===== src/rtl/ebt_pkg.sv =====
package ebt_pkg;

	localparam int SLOTS = 16;
	localparam int MAX_RES = 16;
	localparam int SLOT_W = (SLOTS > 1) ? $clog2(SLOTS) : 1;
	localparam int CNT_W = $clog2(SLOTS + 1);
	localparam int RES_W = $clog2(MAX_RES + 1);

	localparam logic [31:0] HALF_RANGE = 32'h7FFF_FFFF;

	localparam logic [2:0] OP_REGISTER  = 3'd0;
	localparam logic [2:0] OP_CANCEL    = 3'd1;
	localparam logic [2:0] OP_CANDIDATE = 3'd2;
	localparam logic [2:0] OP_DISPATCH  = 3'd3;
	localparam logic [2:0] OP_CLEAR     = 3'd4;

	localparam logic [2:0] KIND_NONE        = 3'd0;
	localparam logic [2:0] KIND_GPIO_RISE   = 3'd1;
	localparam logic [2:0] KIND_GPIO_CHANGE = 3'd3;
	localparam logic [2:0] KIND_AFTER       = 3'd5;

	localparam logic [2:0] ST_OK       = 3'd0;
	localparam logic [2:0] ST_INVALID  = 3'd1;
	localparam logic [2:0] ST_CAPACITY = 3'd2;
	localparam logic [2:0] ST_NOTFOUND = 3'd3;
	localparam logic [2:0] ST_PLATFORM = 3'd4;
	localparam logic [2:0] ST_DROPPED  = 3'd5;
	localparam logic [2:0] ST_NOTHING  = 3'd6;

	typedef struct packed {
		logic [2:0]  kind;
		logic [15:0] source;
		logic [15:0] debounce;
		logic [15:0] body;
		logic [15:0] gen;
		logic [31:0] reg_at;
		logic [31:0] last_fire;
		logic        fired;
	} entry_t;

	localparam int ENTRY_W = $bits(entry_t);

	function automatic logic is_gpio(input logic [2:0] k);
		return (k >= KIND_GPIO_RISE) && (k <= KIND_GPIO_CHANGE);
	endfunction

endpackage


===== src/rtl/event_binding_table.sv =====
// channel   signals                          direction
// request   in_valid / in_stall + fields     into the table
// result    out_valid / out_stall + fields   out of the table
//
// one request at a time; in_stall stays high until its last result is registered
// register/cancel scan every slot through the single ram read port, then pick a target
// candidate: read the named slot, then answer; dispatch: walk the slots, one result per pending slot
// (a single nothing-pending result when none is pending)
// unknown op, invalid kind, clear: a single result; a stalled result holds the sequencer
// arst_n clears control, valid and pending bits; ram entries read as zero until written
module event_binding_table (
	input  logic        clk,
	input  logic        arst_n,
	input  logic        in_valid,
	output logic        in_stall,
	input  logic [2:0]  operation,
	input  logic [2:0]  event_kind,
	input  logic [15:0] source_id,
	input  logic [15:0] debounce_window,
	input  logic [15:0] body_id,
	input  logic        install_ok,
	input  logic [31:0] time_ms,
	input  logic [15:0] slot_index,
	input  logic [15:0] cand_generation,
	input  logic [31:0] overflow_add,
	output logic        out_valid,
	input  logic        out_stall,
	output logic [2:0]  status,
	output logic [3:0]  slot,
	output logic [15:0] tag_generation,
	output logic [15:0] run_body,
	output logic        oneshot_freed,
	output logic [4:0]  active_bindings,
	output logic [31:0] overflow_total,
	output logic        last
);

	typedef enum logic [2:0] {
		S_IDLE, S_SCAN, S_PICK, S_CRD, S_CEV, S_DSCAN, S_DEV, S_ONE
	} state_t;

	localparam int SW = ebt_pkg::SLOT_W;
	localparam int CW = ebt_pkg::CNT_W;

	state_t state_q;
	logic [2:0] op_q, kind_q;
	logic [15:0] src_q, deb_q, body_q, cidx_q, cgen_q;
	logic ok_q;
	logic [31:0] t_q, ovf_q, add_q;
	logic [CW-1:0] scan_q, active_q;
	logic [ebt_pkg::RES_W-1:0] nres_q;
	logic live_s1, vld_s1;
	logic [SW-1:0] idx_s1;
	logic mfound_q, ffound_q;
	logic [SW-1:0] midx_q, fidx_q;
	logic [15:0] mgen_q, fgen_q;
	logic [ebt_pkg::SLOTS-1:0] vld_q, pend_q;

	logic out_valid_q, last_q, freed_q;
	logic [2:0] status_q;
	logic [3:0] slot_q;
	logic [15:0] gen_q, rbody_q;

	logic ram_we;
	logic [SW-1:0] ram_waddr, ram_raddr;
	logic [ebt_pkg::ENTRY_W-1:0] ram_wdata, ram_rdata;

	ebt_pkg::entry_t ent, new_ent, fire_ent, freed_ent;
	logic out_free, ent_match, tgt_found, in_range, drop, more_pend, is_after;
	logic [SW-1:0] scan_idx, cidx_lo, tgt_idx;
	logic [15:0] tgt_gen;
	logic [31:0] dt_reg, dt_fire;

	ebt_ram #(.WIDTH(ebt_pkg::ENTRY_W), .DEPTH(ebt_pkg::SLOTS)) u_ram (
		.clk   (clk),
		.we    (ram_we),
		.waddr (ram_waddr),
		.wdata (ram_wdata),
		.raddr (ram_raddr),
		.rdata (ram_rdata)
	);

	always_comb begin
		out_free = !out_valid_q || !out_stall;
		scan_idx = scan_q[SW-1:0];
		cidx_lo = cidx_q[SW-1:0];
		in_range = cidx_q < 16'(ebt_pkg::SLOTS);
		// never-written entries read as the reset value
		ent = vld_s1 ? ebt_pkg::entry_t'(ram_rdata) : '0;
		ent_match = (ent.kind != ebt_pkg::KIND_NONE) && (ent.source == src_q) &&
			(ebt_pkg::is_gpio(kind_q) ? ebt_pkg::is_gpio(ent.kind) : (ent.kind == kind_q));
		tgt_found = mfound_q || (op_q == ebt_pkg::OP_REGISTER && ffound_q);
		tgt_idx = mfound_q ? midx_q : fidx_q;
		tgt_gen = mfound_q ? mgen_q : fgen_q;
		dt_reg = t_q - ent.reg_at;
		dt_fire = t_q - ent.last_fire;
		drop = (ent.kind == ebt_pkg::KIND_NONE) || (ent.gen != cgen_q) ||
			(dt_reg > ebt_pkg::HALF_RANGE) ||
			((ent.debounce != 16'd0) && ent.fired && (dt_fire < 32'(ent.debounce)));
		more_pend = |((pend_q >> scan_idx) >> 1);
		is_after = ent.kind == ebt_pkg::KIND_AFTER;

		new_ent = '0;
		new_ent.kind = kind_q;
		new_ent.source = src_q;
		new_ent.debounce = deb_q;
		new_ent.body = body_q;
		new_ent.gen = tgt_gen + 16'd1;
		new_ent.reg_at = t_q;
		freed_ent = '0;
		freed_ent.gen = (state_q == S_PICK) ? tgt_gen + 16'd1 : ent.gen + 16'd1;
		fire_ent = ent;
		fire_ent.last_fire = t_q;
		fire_ent.fired = 1'b1;

		ram_we = 1'b0;
		ram_waddr = scan_idx;
		ram_wdata = ebt_pkg::ENTRY_W'(freed_ent);
		ram_raddr = (state_q == S_CRD || state_q == S_CEV) ? cidx_lo : scan_idx;
		unique case (state_q)
			S_PICK: begin
				if (out_free && tgt_found && ok_q) begin
					ram_we = 1'b1;
					ram_waddr = tgt_idx;
					if (op_q == ebt_pkg::OP_REGISTER) begin
						ram_wdata = ebt_pkg::ENTRY_W'(new_ent);
					end
				end
			end
			S_CEV: begin
				if (out_free && in_range && !drop) begin
					ram_we = 1'b1;
					ram_waddr = cidx_lo;
					ram_wdata = ebt_pkg::ENTRY_W'(fire_ent);
				end
			end
			S_DEV: begin
				if (out_free && is_after) begin
					ram_we = 1'b1;
					ram_waddr = idx_s1;
				end
			end
			default: begin
			end
		endcase
	end

	assign in_stall = state_q != S_IDLE;

	always_ff @(posedge clk or negedge arst_n) begin
		if (!arst_n) begin
			state_q <= S_IDLE;
			op_q <= '0; kind_q <= '0; src_q <= '0; deb_q <= '0; body_q <= '0;
			cidx_q <= '0; cgen_q <= '0; ok_q <= 1'b0; t_q <= '0; ovf_q <= '0; add_q <= '0;
			scan_q <= '0; active_q <= '0; nres_q <= '0;
			live_s1 <= 1'b0; vld_s1 <= 1'b0; idx_s1 <= '0;
			mfound_q <= 1'b0; ffound_q <= 1'b0; midx_q <= '0; fidx_q <= '0;
			mgen_q <= '0; fgen_q <= '0; vld_q <= '0; pend_q <= '0;
			out_valid_q <= 1'b0; last_q <= 1'b0; freed_q <= 1'b0; status_q <= '0;
			slot_q <= '0; gen_q <= '0; rbody_q <= '0;
		end else begin
			vld_s1 <= vld_q[ram_raddr];
			idx_s1 <= ram_raddr;
			live_s1 <= (state_q == S_SCAN) && (scan_q < CW'(ebt_pkg::SLOTS));
			if (ram_we) begin
				vld_q[ram_waddr] <= 1'b1;
			end
			if (out_valid_q && !out_stall) begin
				out_valid_q <= 1'b0;
			end
			if (live_s1) begin
				if (ent_match && !mfound_q) begin
					mfound_q <= 1'b1;
					midx_q <= idx_s1;
					mgen_q <= ent.gen;
				end
				if (ent.kind == ebt_pkg::KIND_NONE && !ffound_q) begin
					ffound_q <= 1'b1;
					fidx_q <= idx_s1;
					fgen_q <= ent.gen;
				end
			end
			unique case (state_q)
				S_IDLE: begin
					if (in_valid) begin
						op_q <= operation; kind_q <= event_kind; src_q <= source_id;
						deb_q <= debounce_window; body_q <= body_id; ok_q <= install_ok;
						t_q <= time_ms; cidx_q <= slot_index; cgen_q <= cand_generation;
						add_q <= overflow_add;
						scan_q <= '0; nres_q <= '0; mfound_q <= 1'b0; ffound_q <= 1'b0;
						priority case (operation)
							ebt_pkg::OP_REGISTER, ebt_pkg::OP_CANCEL:
								state_q <= (event_kind == ebt_pkg::KIND_NONE) ? S_ONE : S_SCAN;
							ebt_pkg::OP_CANDIDATE: state_q <= S_CRD;
							ebt_pkg::OP_DISPATCH: state_q <= S_DSCAN;
							default: state_q <= S_ONE;
						endcase
					end
				end
				S_SCAN: begin
					// last read is evaluated in the cycle after its issue
					if (scan_q == CW'(ebt_pkg::SLOTS)) begin
						state_q <= S_PICK;
					end else begin
						scan_q <= scan_q + CW'(1);
					end
				end
				S_PICK: begin
					if (out_free) begin
						out_valid_q <= 1'b1; last_q <= 1'b1; freed_q <= 1'b0;
						rbody_q <= '0; slot_q <= '0; gen_q <= '0;
						if (!tgt_found) begin
							status_q <= (op_q == ebt_pkg::OP_REGISTER) ?
								ebt_pkg::ST_CAPACITY : ebt_pkg::ST_NOTFOUND;
						end else if (!ok_q) begin
							status_q <= ebt_pkg::ST_PLATFORM;
							slot_q <= 4'(tgt_idx);
							gen_q <= tgt_gen;
						end else begin
							status_q <= ebt_pkg::ST_OK;
							slot_q <= 4'(tgt_idx);
							gen_q <= tgt_gen + 16'd1;
							pend_q[tgt_idx] <= 1'b0;
							if (op_q == ebt_pkg::OP_CANCEL) begin
								active_q <= active_q - CW'(1);
							end else if (!mfound_q) begin
								active_q <= active_q + CW'(1);
							end
						end
						state_q <= S_IDLE;
					end
				end
				S_CRD: state_q <= S_CEV;
				S_CEV: begin
					if (out_free) begin
						out_valid_q <= 1'b1; last_q <= 1'b1; freed_q <= 1'b0;
						rbody_q <= '0;
						// dropped-event count moves with the result it belongs to
						ovf_q <= ovf_q + add_q;
						if (!in_range) begin
							status_q <= ebt_pkg::ST_DROPPED;
							slot_q <= '0;
							gen_q <= '0;
						end else begin
							status_q <= drop ? ebt_pkg::ST_DROPPED : ebt_pkg::ST_OK;
							slot_q <= 4'(cidx_lo);
							gen_q <= ent.gen;
							if (!drop) begin
								pend_q[cidx_lo] <= 1'b1;
							end
						end
						state_q <= S_IDLE;
					end
				end
				S_DSCAN: begin
					if (scan_q == CW'(ebt_pkg::SLOTS) ||
							nres_q == ebt_pkg::RES_W'(ebt_pkg::MAX_RES)) begin
						state_q <= (nres_q == '0) ? S_ONE : S_IDLE;
					end else if (pend_q[scan_idx]) begin
						state_q <= S_DEV;
					end else begin
						scan_q <= scan_q + CW'(1);
					end
				end
				S_DEV: begin
					if (out_free) begin
						out_valid_q <= 1'b1;
						status_q <= ebt_pkg::ST_OK;
						slot_q <= 4'(idx_s1);
						gen_q <= is_after ? ent.gen + 16'd1 : ent.gen;
						rbody_q <= ent.body;
						freed_q <= is_after;
						last_q <= (nres_q == ebt_pkg::RES_W'(ebt_pkg::MAX_RES - 1)) || !more_pend;
						pend_q[idx_s1] <= 1'b0;
						if (is_after) begin
							active_q <= active_q - CW'(1);
						end
						nres_q <= nres_q + ebt_pkg::RES_W'(1);
						scan_q <= scan_q + CW'(1);
						state_q <= S_DSCAN;
					end
				end
				S_ONE: begin
					if (out_free) begin
						out_valid_q <= 1'b1; last_q <= 1'b1; freed_q <= 1'b0;
						rbody_q <= '0; slot_q <= '0; gen_q <= '0;
						if (op_q == ebt_pkg::OP_CLEAR) begin
							status_q <= (active_q != '0 && !ok_q) ?
								ebt_pkg::ST_PLATFORM : ebt_pkg::ST_OK;
							vld_q <= '0;
							pend_q <= '0;
							active_q <= '0;
							ovf_q <= '0;
						end else if (op_q == ebt_pkg::OP_DISPATCH) begin
							status_q <= ebt_pkg::ST_NOTHING;
						end else begin
							status_q <= ebt_pkg::ST_INVALID;
						end
						state_q <= S_IDLE;
					end
				end
				default: state_q <= S_IDLE;
			endcase
		end
	end

	assign out_valid = out_valid_q;
	assign status = status_q;
	assign slot = slot_q;
	assign tag_generation = gen_q;
	assign run_body = rbody_q;
	assign oneshot_freed = freed_q;
	assign active_bindings = 5'(active_q);
	assign overflow_total = ovf_q;
	assign last = last_q;

	a_active_bound: assert property (@(posedge clk) disable iff (!arst_n)
		active_q <= CW'(ebt_pkg::SLOTS))
		else $error("active count above slot count");

	a_one_at_a_time: assert property (@(posedge clk) disable iff (!arst_n)
		in_valid && !in_stall |=> in_stall)
		else $error("request taken while another is in work");

	a_pend_written: assert property (@(posedge clk) disable iff (!arst_n)
		(pend_q & ~vld_q) == '0)
		else $error("pending slot never written");

	a_nothing_last: assert property (@(posedge clk) disable iff (!arst_n)
		out_valid_q && status_q == ebt_pkg::ST_NOTHING |-> last_q && !freed_q)
		else $error("idle dispatch result not final");

endmodule


===== src/rtl/ebt_ram.sv =====
module ebt_ram #(
	parameter int WIDTH = 8,
	parameter int DEPTH = 16
) (
	input  logic                                      clk,
	input  logic                                      we,
	input  logic [((DEPTH > 1) ? $clog2(DEPTH) : 1)-1:0] waddr,
	input  logic [WIDTH-1:0]                          wdata,
	input  logic [((DEPTH > 1) ? $clog2(DEPTH) : 1)-1:0] raddr,
	output logic [WIDTH-1:0]                          rdata
);

	logic [WIDTH-1:0] mem [DEPTH];

	always_ff @(posedge clk) begin
		if (we) begin
			mem[waddr] <= wdata;
		end
		rdata <= mem[raddr];
	end

endmodule

===== config.mk =====
export PLATFORM = sky130hd
export DESIGN_NAME = event_binding_table
export DESIGN_NICKNAME = d
export VERILOG_FILES = /design/src/rtl/ebt_pkg.sv /design/src/rtl/event_binding_table.sv /design/src/rtl/ebt_ram.sv
export SDC_FILE = /design/constraint.sdc
export NUM_CORES = 2
export LEC_CHECK = 0
export BUFFER_PORTS_ARGS = -buffer_cell sky130_fd_sc_hd__buf_2
export CELL_PAD_IN_SITES_DETAIL_PLACEMENT = 1
export CELL_PAD_IN_SITES_GLOBAL_PLACEMENT = 1
export CORE_UTILIZATION = 40
export DETAILED_ROUTE_END_ITERATION = 10
export GPL_TIMING_DRIVEN = 0
export PLACE_DENSITY_LB_ADDON = 0.1
export SLEW_MARGIN = 40
export SYNTH_ARGS = -nofsm -noshare
export SYNTH_HDL_FRONTEND = slang
export SYNTH_SLANG_ARGS = --single-unit

===== constraint.sdc =====
create_clock -name clk -period 43.6 [get_ports clk]
set_input_delay 4.36 -clock clk [delete_from_list [all_inputs] [get_ports clk]]
set_output_delay 4.36 -clock clk [all_outputs]
set_load 0.02 [all_outputs]

Word level (Yosys, flattened, before mapping). Memories as Yosys holds them, arrays and structs flattened. A register that Yosys moved wholly into a read port is not among the register bits. Cells that the tools add are included.

Memories: 1. Register bits after elaboration: 323. Output and inout port bits: 80. Memory bits (writable): 2112. Bits of input ports: 155.

Memories: u_ram.mem (depth 16, width 132, read ports 1, clocked after memory_dff 1, write ports 1, line ebt_ram.sv:13) `logic [WIDTH-1:0] mem [DEPTH];`.

Reduce and logical (&&, ||, !) cells: 67. Equal/unequal tests: 38. Bitwise gates (word level): 6. Muxes and demuxes: 125. Add/sub/neg operators: 9. Order comparisons: 18. Shifts and indexed selects: 1.

Operators with widths (count): 132-bit 2-to-1 mux (4); 16-bit 2-to-1 mux (24); 132-bit one-hot mux with 2 select lines (1); 16-bit one-hot mux with 4 select lines (2); 32-bit 2-to-1 mux (3); 5-bit 2-to-1 mux (15); 32-bit one-hot mux with 2 select lines (1); 32-bit subtractor (2); 3-bit 2-to-1 mux (18); 4-bit 2-to-1 mux (11); 16-bit by 1-bit adder with 16-bit output (second input constant) (2); 32-bit adder (1); 16-bit AND (2); 32-bit by 31-bit greater-than comparator with 1-bit output (second input constant) (1); 32-bit by 16-bit < comparator with 1-bit output (1); 16-bit inverter (2); 16-bit OR (2); 16-bit one-hot mux with 2 select lines (1); 4-bit by 5-bit < comparator with 1-bit output (second input constant) (6); 1-bit 2-to-1 mux (28); 2-bit != test (second input constant) (14); 1-bit logical AND (21); 5-bit one-hot mux with 4 select lines (1); 3-bit == test (second input constant) (6); other kinds (49) (95).

Logic depth before layout (Yosys ltp).
Depth in word-level cells: 18. Depth in mapped cells: 33. Gate-level depth less buffers: 25.

By module. Synthesis repeated with hierarchy kept, for this count alone.

Cells, all modules: 5993. Area total of the unflattened synthesis: 104552.8 sq um.

By module, submodules not included: ebt_ram (area each 82070.0 sq um, cells an instance 3455, instances 1, sequential area each 66063.4 sq um); event_binding_table (area each 22482.8 sq um, cells an instance 2538, instances 1, sequential area each 8082.8 sq um).

Worst setup path after synthesis. No wires, ideal clock.

Path type: register to register. Start point: register vld_s1. End point: memory u_ram.mem[10][0] (netlist name) (enable). Cell stages (with the launch flop): 33. Setup time: 785 ps. Data arrival time: 15335 ps. Required time: 42815 ps. Path buffers: 8. Setup slack: 27479 ps. Path through: dfrtp_1 -> clkbuf_1 -> clkbuf_1 -> clkbuf_1 -> clkbuf_1 -> clkbuf_1 -> clkbuf_1 -> buf_1 -> and2_1 -> ha_1 -> fa_1 -> nor2b_1 -> o31a_1 -> nor2_1 -> o21ai_0 -> a31oi_1 -> o21ai_0 -> a21o_1 -> a21oi_1 -> xnor2_1 -> ha_1 -> nand4_1 -> a21oi_1 -> a2111oi_0 -> nand4_1 -> nor4_1 -> nand4_1 -> and4b_1 -> buf_4 -> nor2_2 -> mux2i_1 -> nand3_2 -> nor3_1.

Word-level cells in the longest chain between the ends: 11. Elaborated cells between the ends (all ways): 25.

Ends and longest elaborated chain: from (decl) (line event_binding_table.sv:52) `logic live_s1, vld_s1;`; from (signal assigned) (line event_binding_table.sv:162) `vld_s1 <= vld_q[ram_raddr];`; 132-bit 2-to-1 mux (*) (line event_binding_table.sv:89) `ent = vld_s1 ? ebt_pkg::entry_t'(ram_rdata) : '0;`; 32-bit subtractor, or another cell as far along (line event_binding_table.sv:95) `dt_reg = t_q - ent.reg_at;`; 32-bit by 31-bit greater-than comparator with 1-bit output, or another cell as far along (line event_binding_table.sv:98) `(dt_reg > ebt_pkg::HALF_RANGE) ||`; 1-bit logical OR or 1-bit logical AND (tied branches) (line event_binding_table.sv:97, event_binding_table.sv:99); 1-bit logical OR (line event_binding_table.sv:98); 1-bit zero test; 1-bit logical AND (line event_binding_table.sv:131) `if (out_free && in_range && !drop) begin`; 1-bit 2-to-1 mux (line event_binding_table.sv:131); 1-bit one-hot mux with 3 select lines (line event_binding_table.sv:120) `unique case (state_q)`; 1-bit 2-to-1 mux (line ebt_ram.sv:16) `if (we) begin`; 1-bit 2-to-1 mux (implied by the code) (line ebt_ram.sv:17) `mem[waddr] <= wdata;`; to (decl) (line ebt_ram.sv:13).

Mark *: on every way between the ends. The rest lies on a longest branch, timed or not.

Final worst setup path.
Start point: register vld_s1. End point: memory u_ram.mem[11][41] (netlist name) (enable).

Same word-level chain as after synthesis.

==> reports/summary.log <==
qor: clocking.cts_buffers 293
qor: yosys.ys_top_cells_by_count 2112 x edfxtp_1, 860 x nand2_1, 535 x mux4_2
qor: worst_hold_path.hold_path.class flop to flop
qor: floorplanning.initial_core_utilization 40.3%
qor: layout.design.final.nets 7402
qor: sta.setup-tns-final 0 ns
qor: routing.via_count 63600
qor: floorplanning.std_cell_rows 187
qor: place.placement.io_buffers 234
qor: yosys.synth-seq-cells 2567
qor: floorplanning.core 0.260 mm²
qor: setup_path.path_common_cell buf_4
qor: clocking.cts_max_level 5
qor: setup_path.critPathSlowestCell dfrtp_1
qor: yosys.yosys.cell_types.count 92
qor: place.detailedPlace.worstSlack 30.93 ns
qor: place.globalplace.congestion 0.870
qor: power.worst_vdd_ir 0.0438 mV
qor: clocking.tritoncts yes
qor: global_routing.grt_pass1_wl 498000 µm
qor: clocking.cts.repair.resized 0
qor: routing.wl_per_cell 32.6 µm
qor: power.leakagePower 40.0 nW
qor: setup_path.worstSetupStartpointType flop
qor: global_routing.first_global_vias 65500
qor: clocking.cts_hold_fix_bufs 0
qor: power.power_per_cell_area 74.2 mW/mm²
qor: sta.tightestPinTransition 0.931 ns
qor: clocking.post-cts-setup-buffers 0
qor: setup_path.timing_worst_setup_path_type flop to flop
qor: sta.layout_min_cycle_time 12.65 ns
qor: floorplanning.io_pins 235
qor: clocking.path_clk_slew 0.06 ns
qor: setup_path.slowest_delay 0.68 ns
qor: routing.drtAntennaViolNets 0
qor: place.total_half_perimeter_wirelength_after_legalization_and_detailed_placement 252000 µm
qor: layout.final.fill_count 24600
qor: sta.grt_setup_unrepaired no
qor: setup_path.arrival 13.19 ns
qor: sta.setup_viol_count_final 0
qor: sta.report.final.hold_viol_count 0
qor: sta.finalCritPeriodShare 29.0%
qor: clocking.clk_latency 0.88 ns
qor: layout.syn_to_final_growth 19.6%
qor: yosys.yosys-top-cells-area edfxtp_1 60%, mux4_2 11%, dfrtp_1 7.7%, nand2_1 3.1%, dfxtp_1 2.5%
qor: clocking.root_buffer clkbuf_16
qor: routing.detail_route.drc_violations 0
qor: yosys.mappedNetlistNets 6590
qor: yosys.postSynth.topFlopCell edfxtp_1
qor: setup_path.worstPathRequired 44.14 ns
qor: global_routing.grt_antenna_before_repair 33
qor: sta.timing.final.max_slew_violations 0
qor: yosys.synth_top_area_share 60.4%
qor: yosys.synth_edf_count 2112
qor: yosys.synth_top_cell_by_area edfxtp_1
qor: yosys.post_synth_inst_count 6313
qor: floorplanning.dieHeight 514 µm
qor: place.post-place-cells 10300
qor: global_routing.groute.usage.overall 26.6%
qor: routing.detail_route.wirelength 354000 µm
qor: routing.drt_pre_antenna_iters 6
qor: sta.max_slew_margin 37.9%
qor: yosys.synthMostInstantiatedCell edfxtp_1
qor: layout.final_layout_size_suffix_gt1_share 25.6%
qor: routing.vias_per_cell 5.87
qor: power.totalPowerFinal 9.33 mW
qor: yosys.seq_area_frac_synth 70.6%
qor: yosys.yosys_synthesis_warning_count 0
qor: sta.timing.clock.skew 0.0721 ns
qor: yosys.synth.cell_area 0.105 mm²
qor: floorplanning.die_width 514 µm
qor: setup_path.cp_max_fo 10
qor: clocking.clockBufferDepth 4
qor: layout.instances_no_fill 10900
qor: worst_hold_path.worst_hold_path.num_cells 2
qor: global_routing.grt_start_max_net_pins 69
qor: flow_run.cap_violations 0
qor: yosys.synthesis.area_per_instance 16.6 µm²
qor: global_routing.grt-ovfl-total 0
qor: routing.initialDrtViolationCount 6448
qor: run_status.run_status complete, no violations
qor: yosys.synth_async_sr_flop_share 12.6%
qor: floorplanning.dieArea 0.265 mm²
qor: setup_path.r2r.worst_path.cells 42
qor: sta.max_clock_freq 0.0790 GHz
qor: setup_path.cp-end-kind flop
qor: sta.post-route-worst-setup-slack 30.95 ns
qor: clocking.clock_sink_count 2567
## metal layers
layer  share of wire [%]  GRT usage, %
met3                 6.3          3.34
met1                  45          39.0
met5               0.024             0
met4                 3.4          8.29
met2                  46          41.3
## sequential cells by signal, summed over array words and instances (netlist names), 32 cells and up
register and count:
u_ram.mem 2112, t_q 32, overflow_total 32, add_q 32
u_ram.rdata 132
## power breakdown
group	switching [mW]	leakage (nW)	internal, mW
sequential	0.260	20.5	2.85
clock	1.01	4.64	1.45
combinational	2.46	14.8	1.30
## area by class of cell
cell class / count / area, µm² / share of cell area [%]
sequential: 2567 / 74100 / 59.0
multi-input combinational: 3332 / 29600 / 23.6
clock buffer: 402 / 8190 / 6.52
timing repair buffer: 517 / 6150 / 4.90
tap: 3496 / 4370 / 3.48
buffer: 355 / 1610 / 1.28
clock inverter: 119 / 1270 / 1.01
inverter: 59 / 221 / 0.176
antenna: 4 / 10.0 / 0.00797
## worst paths after layout
kind	startpoint	endpoint	slack, ns
max	vld_s1	u_ram.mem[11][41]	30.95
min	fgen_q[10]	fgen_q[10]	0.48
max reg2reg	vld_s1	u_ram.mem[11][41]	30.95
min reg2reg	fgen_q[10]	fgen_q[10]	0.48
max in group asynchronous	arst_n	deb_q[8]	38.77
min in group asynchronous	arst_n	add_q[18]	3.38
## metrics by stage
stage | hold WS (ns) | utilization [%] | cell area (µm²)
after CTS | 0.482 | 48.2 | 126000
after global routing | 0.505 | 48.2 | 126000
after detailed placement | 0.470 | 44.6 | 116000
after floorplan | 0.442 | - | 105000
after global placement | 0.456 | 42.5 | 111000
final | 0.481 | 48.2 | 126000
## layout by cell type, fill, tap and decap left out, types with 47 or more instances in the layout
cell | netlist | layout
buf_4 | 2 | 52
mux4_2 | 535 | 535
ha_1 | 120 | 120
a22o_1 | 47 | 47
nand2_1 | 860 | 860
nand3_1 | 71 | 71
clkbuf_2 | 0 | 90
buf_2 | 23 | 336
xnor2_1 | 49 | 49
and2_1 | 54 | 54
edfxtp_1 | 2112 | 2112
clkbuf_16 | 0 | 303
o21ai_0 | 186 | 183
mux2_2 | 160 | 160
a21oi_1 | 122 | 118
inv_1 | 57 | 57
buf_8 | 0 | 92
a32o_1 | 64 | 64
buf_16 | 0 | 107
and3_1 | 151 | 151
a31oi_1 | 155 | 154
dfxtp_1 | 132 | 132
dfrtp_1 | 323 | 323
clkbuf_1 | 252 | 231
nor2_1 | 186 | 170
## logic make-up after synthesis
family,after synthesis,synth area share [%]
buffers and inverters,414,1.54
xor gates and xnor gates,90,0.750
adders and majority gates,122,1.47
muxes,730,13.5
AOI/OAI and AO/OA,854,5.52
DFF,2567,70.6
and+or+nand+nor,1536,6.62
## critical path: cells and delay by family (launching register included)
family | cells | cell delay [ns]
flops | 1 | 0.68
compound gates | 8 | 1.91
buf+inv | 18 | 6.07
fa+ha+maj | 3 | 0.69
xor+xnor | 1 | 0.17
mux | 1 | 0.30
simple gates | 11 | 2.45
(Power assumes the default switching activity.)
